### src/sv/gia_pkg.sv
`timescale 1ns / 1ps
`default_nettype none
// ----------------------------------------------------------------------------
// gia_pkg
// Shared constants and types for the complex integer ALU.
// ----------------------------------------------------------------------------
package gia_pkg;
   localparam int OperandWidth = 16;
   localparam int ResWidth     = 34;
   localparam int ProdWidth    = 2 * OperandWidth;
   localparam int NumWidth     = ProdWidth + 1;
   localparam int DenWidth     = ProdWidth + 1;
   localparam int QuoWidth     = NumWidth;

   typedef enum logic [1:0] {
      ACT_ADD = 2'd0,
      ACT_SUB = 2'd1,
      ACT_MUL = 2'd2,
      ACT_DIV = 2'd3
   } action_type;

   typedef struct packed {
      action_type                     action;
      logic signed [NumWidth-1:0]     val_re;
      logic signed [NumWidth-1:0]     val_im;
      logic        [DenWidth-1:0]     den;
   } stage_type;
endpackage
`default_nettype wire

### src/sv/gia_front.sv
`timescale 1ns / 1ps
`default_nettype none
// ----------------------------------------------------------------------------
// gia_front
// Two-stage product and sum unit: products, then combined numerators.
// ----------------------------------------------------------------------------
module gia_front (
   input  wire                                    clock,
   input  wire                                    reset,
   input  wire                                    adv,
   input  wire                                    in_valid,
   input  wire [1:0]                              in_action,
   input  wire signed [gia_pkg::OperandWidth-1:0] a_re,
   input  wire signed [gia_pkg::OperandWidth-1:0] a_im,
   input  wire signed [gia_pkg::OperandWidth-1:0] b_re,
   input  wire signed [gia_pkg::OperandWidth-1:0] b_im,
   output logic                                   out_valid,
   output gia_pkg::stage_type                     out_data
);
   localparam int PW = gia_pkg::ProdWidth;
   localparam int NW = gia_pkg::NumWidth;

   logic                 v1_ff;
   gia_pkg::action_type  act1_ff;
   logic signed [PW-1:0] pac_ff, pbd_ff, pad_ff, pbc_ff, pcc_ff, pdd_ff;
   logic signed [NW-1:0] sre_ff, sim_ff;
   logic                 v2_ff;
   gia_pkg::stage_type   d2_in, d2_ff;

   always_ff @(posedge clock) begin
      if (reset) begin
         v1_ff <= 1'b0;
         v2_ff <= 1'b0;
      end else if (adv) begin
         v1_ff <= in_valid;
         v2_ff <= v1_ff;
      end
   end

   always_ff @(posedge clock) begin
      if (adv) begin
         act1_ff <= gia_pkg::action_type'(in_action);
         pac_ff  <= a_re * b_re;
         pbd_ff  <= a_im * b_im;
         pad_ff  <= a_re * b_im;
         pbc_ff  <= a_im * b_re;
         pcc_ff  <= b_re * b_re;
         pdd_ff  <= b_im * b_im;
         case (gia_pkg::action_type'(in_action))
            gia_pkg::ACT_ADD: begin
               sre_ff <= NW'(a_re) + NW'(b_re);
               sim_ff <= NW'(a_im) + NW'(b_im);
            end
            default: begin
               sre_ff <= NW'(a_re) - NW'(b_re);
               sim_ff <= NW'(a_im) - NW'(b_im);
            end
         endcase
         d2_ff <= d2_in;
      end
   end

   always_comb begin
      d2_in.action = act1_ff;
      d2_in.den    = gia_pkg::DenWidth'($unsigned(pcc_ff)) +
                     gia_pkg::DenWidth'($unsigned(pdd_ff));
      case (act1_ff)
         gia_pkg::ACT_MUL: begin
            d2_in.val_re = NW'(pac_ff) - NW'(pbd_ff);
            d2_in.val_im = NW'(pad_ff) + NW'(pbc_ff);
         end
         gia_pkg::ACT_DIV: begin
            d2_in.val_re = NW'(pac_ff) + NW'(pbd_ff);
            d2_in.val_im = NW'(pbc_ff) - NW'(pad_ff);
         end
         default: begin
            d2_in.val_re = sre_ff;
            d2_in.val_im = sim_ff;
         end
      endcase
   end

   assign out_valid = v2_ff;
   assign out_data  = d2_ff;
endmodule
`default_nettype wire

### config.mk
export PLATFORM = sky130hd
export DESIGN_NAME = gia_front
export DESIGN_NICKNAME = d
export VERILOG_FILES = /design/src/sv/gia_pkg.sv /design/src/sv/gia_front.sv
export SDC_FILE = /design/constraint.sdc
export NUM_CORES = 2
export LEC_CHECK = 0
export CELL_PAD_IN_SITES_DETAIL_PLACEMENT = 1
export CELL_PAD_IN_SITES_GLOBAL_PLACEMENT = 2
export CORE_ASPECT_RATIO = 0.8
export CORE_UTILIZATION = 40
export DETAILED_ROUTE_END_ITERATION = 10
export DONT_BUFFER_PORTS = 1
export PLACE_DENSITY = 0.8
export SYNTH_ARGS = -nofsm -noshare
export SYNTH_HDL_FRONTEND = slang
export SYNTH_SLANG_ARGS = --single-unit
### constraint.sdc
create_clock -name clock -period 6.5 [get_ports clock]
set_clock_uncertainty 0.05 [all_clocks]
set_input_delay 0.325 -clock clock [delete_from_list [all_inputs] [get_ports clock]]
set_output_delay 0.325 -clock clock [all_outputs]
set_load 0.05 [all_outputs]
== Word-level counts from Yosys, hierarchy flattened ==
Cells that the tools add are included.
Operators by class
  equal/unequal tests: 2
  reduce and logical (&&, ||, !) cells: 1
  mux-type cells: 3
  add/sub/neg operators: 9
  $mul: 6
Operators with widths (count)
  multiplier 16 x 16 -> 32 bit: 6
  case mux 66 bit (2 select lines): 1
  adder 32 x 32 -> 33 bit: 3
  two-way mux 33 bit: 2
  subtractor 32 x 32 -> 33 bit: 2
  adder 16 x 16 -> 17 bit: 2
  subtractor 16 x 16 -> 17 bit: 2
  equality test 2 bit, second input constant: 2
  logical NOT 2 bit: 1
Word-level totals
  word-level logic and storage cells: 36
  input port bits: 70
  flip-flop bits (word level): 363

== Depth between registers and ports, before layout ==
  word-level depth: 2
  mapped depth: 26
  gate-level depth less buffers: 24

== Least setup slack after synthesis ==
Ideal clock, no wire load.
  path kind: input port to flip-flop
  from: in b_re[5] (netlist name)
  to: reg pbc_ff[31], data pin
  required time: 6.191 ns
  setup slack: -0.239 ns
  stages on the path: 23
  data arrival time: 6.430 ns
  cell sequence: clkbuf_1 > clkbuf_1 > clkbuf_1 > nand2_1 > fa_1 > inv_1 > fa_1 > fa_1 > fa_1 > fa_1 > inv_1 > fa_1 > inv_1 > ha_1 > and3_1 > and4_1 > nand2_1 > o211a_1 > and4_1 > nor4b_1 > a2111oi_1 > a21oi_1 > xnor2_1
On the way
  word-level cells in the longest chain between the ends: 1
RTL lines
  from (decl): RTL line gia_front.sv:15  | input wire signed [gia_pkg::OperandWidth-1:0] b_re,
  multiplier 16 x 16 -> 32 bit: RTL line gia_front.sv:46  | pbc_ff <= a_im * b_re;
  to (signal assigned): RTL line gia_front.sv:46
  to (decl): RTL line gia_front.sv:25  | logic signed [PW-1:0] pac_ff, pbd_ff, pad_ff, pbc_ff, pcc_ff, pdd_ff;
No other way between the ends.
A chain may end at the register's enable or synchronous reset.

== Worst setup path after layout ==
  from: in b_re[2] (netlist name)
  to: reg pac_ff[29], data pin
On the way
  word-level cells in the longest chain between the ends: 1
RTL lines
  multiplier 16 x 16 -> 32 bit: RTL line gia_front.sv:43  | pac_ff <= a_re * b_re;
  to (signal assigned): RTL line gia_front.sv:43
  to (decl): RTL line gia_front.sv:25
No other way between the ends.

==> flow_metrics.env <==
export IMPL_root_buffer="clkbuf_16"
export IMPL_highest_layer="met5"
export IMPL_fin_crit_ps=5932
export IMPL_ys_warn_count=0
export IMPL_ys_types=85
export IMPL_cap_violations=0
export IMPL_hpwlAfterDp_um=182300
export IMPL_syn_area_um2=75260
export IMPL_grt_pass1_wl_um=365400
export IMPL_die_w_um=487.0
export IMPL_maxSlewViolCount=0
export IMPL_placed_cells=10170
export IMPL_routed_via_density=5.159
export IMPL_synthCells=7860
export IMPL_clk_pin_slew_ps=60
export IMPL_drt_pre_antenna_iters=6
export IMPL_synth_top_family_by_area="adder cells"
export IMPL_wl_um=234400
export IMPL_syn_nets=10090
export IMPL_required_ps=6860
export IMPL_synth_edf_count=327
export IMPL_grt_pass1_vias=59830
export IMPL_cp_data_arrival_time_ps=6290
export IMPL_crit_top_cell="fa_1"
export IMPL_post_route_period_util=0.9126
export IMPL_die_area_um2=189900
export IMPL_outcome="finished clean"
export IMPL_vias=52950
export IMPL_start_util=0.4023
export IMPL_cp_slowest_cell="fa_1"
export IMPL_die_h_um=390.0
export IMPL_nFillCells=21200
export IMPL_final_util=0.4253
export IMPL_register_area_um2=9859
export IMPL_cts_tree="done"
export IMPL_crit_type="in2reg"
export IMPL_hp_class="in2reg"
export IMPL_rows=142
export IMPL_coreArea_um2=187100
export IMPL_synth_compound_area_frac=0.07126
export IMPL_final_cell_count_no_fill=10260
export IMPL_drive_gt1_frac=0.02959
export IMPL_gr_total_overflow=0
export IMPL_cts_made_buffers=42
export IMPL_max_freq_mhz=168.6
export IMPL_ys_ff_latch=329
export IMPL_htreeDepth=2
export IMPL_nNetsFinal=9948
export IMPL_first_iter_violations=2805
export IMPL_async_reset_ff_frac=0
export IMPL_wl_met3_um=13640
export IMPL_route_met2_wl_um=107200
export IMPL_drc=0
export IMPL_synth_xor_area_frac=0.04888
export IMPL_clock_sinks=329
export IMPL_grt_max_degree=237
export IMPL_ctsLongestPathBuffers=3
export IMPL_rsz0062_at_grt="no"
export IMPL_place_congestion=0.8972
export IMPL_critPathMaxStageDelay_ps=840
export IMPL_wl_per_cell_um=22.84
export IMPL_antenna_found_initial=10
export IMPL_hold_violations=0
export IMPL_crit_fanout=47
export IMPL_hold_slack_ps=61.66
export IMPL_tightest_slew_ps=1499
export IMPL_wl_met1_um=107700
export IMPL_ys_seq_area_frac=0.1310
export IMPL_postRouteAntennaNets=0
export IMPL_setup_viol=0
export IMPL_yosys_area_share_simple=0.1268
export IMPL_num_io_pins=172
export IMPL_crit_path_end_kind="flop"
export IMPL_crit_chain="nand2_1 > inv_1 > fa_1 > fa_1 > fa_1 > fa_1 > fa_1 > fa_1 > ha_1 > inv_1 > o21bai_1 > a21oi_1 > o211ai_1 > nand3_1 > nand2_1 > o31ai_1 > xnor2_1 > buf_4"
export IMPL_synth_adder_area_share=0.5112
export IMPL_multi_input_area_um2=57370
export IMPL_clk_latency_ps=670
export IMPL_postCtsSetupRepairBufs=0
export IMPL_synth_area_per_cell_um2=9.575
export IMPL_synthFlopType="edfxtp_1"
export IMPL_muxShareOfSynthArea=0.004073
export IMPL_grt_total_usage=0.2534
export IMPL_start_kind="input port"
export IMPL_maxSlewHeadroom=0.0009657
export IMPL_area_growth_pct=5.714
export IMPL_portBuffers=0
sequential cells by signal, summed over array words and instances, names as in the netlist:
signal,cells
act1_ff,2
out_data,101
out_valid,1
pac_ff,32
pad_ff,32
pbc_ff,32
pbd_ff,32
pcc_ff,31
pdd_ff,31
sim_ff,17
sre_ff,17
v1_ff,1
per-layer routing:
| layer | GRT usage | vias to the layer above |
|---|---|---|
| met5 | 0 | - |
| met4 | 0.05968 | 4 |
| met3 | 0.04287 | 220 |
| met2 | 0.4065 | 1119 |
| met1 | 0.3564 | 27890 |
| li1 | - | 23710 |
per-stage QoR:
stage               setup WS [ps]  instance area [µm²]  setup TNS [ps]
finish                      568.2                79560               0
global route                357.4                79550               0
CTS                         702.2                79510               0
detailed placement          41.69                78040               0
global placement            35.22                78040               0
floorplan                  -47.59                75270          -47.59
cells by family (layout without fill, tap and decap cells):
| group | after synthesis | count (layout) |
|---|---|---|
| muxes | 28 | 28 |
| xor gates and xnor gates | 420 | 420 |
| adders and majority gates | 2164 | 2164 |
| AOI/OAI and AO/OA | 822 | 822 |
| other | 0 | 4 |
| and+or+nand+nor | 1956 | 1956 |
| DFF | 329 | 329 |
| buffers and inverters | 2141 | 2021 |
cells in the final DEF (no fill, tap or decap), drive strengths merged, types with 9 or more instances in the layout:
cell	count
or2	10
a21o	137
inv	1831
o41ai	13
buf	100
ha	646
edfxtp	327
nand2	740
a31oi	25
or4	12
mux2	21
o21ai	132
nor3	73
clkbuf	49
nor2	315
a31o	23
a21oi	257
nand2b	47
o21bai	33
a211o	10
or3	21
o211ai	17
nand3	58
o31ai	24
o21a	39
o2111ai	9
and2	565
nand4	18
a211oi	30
and3	31
nor4	10
xnor2	318
clkinv	21
nor2b	30
a21boi	9
fa	1518
dlygate4sd3	14
xor2	102
critical path, delay by kind of cell:
kind | cells | cell delay [ps]
simple gates | 3 | 330
compound gates | 4 | 870
buf+inv | 3 | 440
xor+xnor | 1 | 250
fa+ha+maj | 7 | 3990
path summary, 6_finish.rpt:
path	from	endpoint	slack, ps	cells after the start
max	b_re[2]	pac_ff[29]	570	18
min	a_re[7]	sre_ff[7]	60	2
max reg2reg	pbd_ff[7]	out_data[96]	1450	16
min reg2reg	act1_ff[0]	out_data[99]	450	0
cell type report:
type / count / share of cell area
clock inverters: 21 / 0.003051
multi-input cells: 5390 / 0.7211
flip-flops and latches: 329 / 0.1239
diodes: 4 / 0.0001258
inverters: 1837 / 0.08667
well taps: 2520 / 0.03963
repair buffers: 114 / 0.01192
clock buffers: 49 / 0.01354
timing repair:
| action | in CTS | in global routing |
|---|---|---|
| endpoints found under the hold margin | 110 | 20 |
| hold buffers | 13 | 3 |
| gates resized for setup | 0 | 0 |
synthesized netlist by cell type, drive strengths merged, types with 18 or more instances:
| cell type | n | area (µm²) |
|---|---|---|
| o21bai | 33 | 247.7 |
| mux2 | 21 | 236.5 |
| fa | 1518 | 30390 |
| and3 | 31 | 193.9 |
| buf | 27 | 101.4 |
| nand2 | 740 | 2778 |
| xor2 | 102 | 893.4 |
| edfxtp | 327 | 9819 |
| a31oi | 25 | 156.4 |
| nand3 | 58 | 290.3 |
| clkbuf | 277 | 1040 |
| xnor2 | 318 | 2785 |
| o21a | 39 | 292.8 |
| o31ai | 24 | 180.2 |
| a211oi | 30 | 230.2 |
| nor3 | 73 | 381.6 |
| and2 | 565 | 3535 |
| nor2b | 30 | 187.7 |
| inv | 1830 | 6869 |
| o21ai | 132 | 660.6 |
| a21oi | 257 | 1290 |
| nand2b | 47 | 294.0 |
| ha | 646 | 8083 |
| a21o | 137 | 1028 |
| or3 | 21 | 136.4 |
| nor2 | 315 | 1182 |
| nand4 | 18 | 112.6 |
| a31o | 23 | 201.4 |
Power is left out: the tool's default activity adds up to more than one toggle a clock period on the data nets, which glitch-free logic cannot reach.
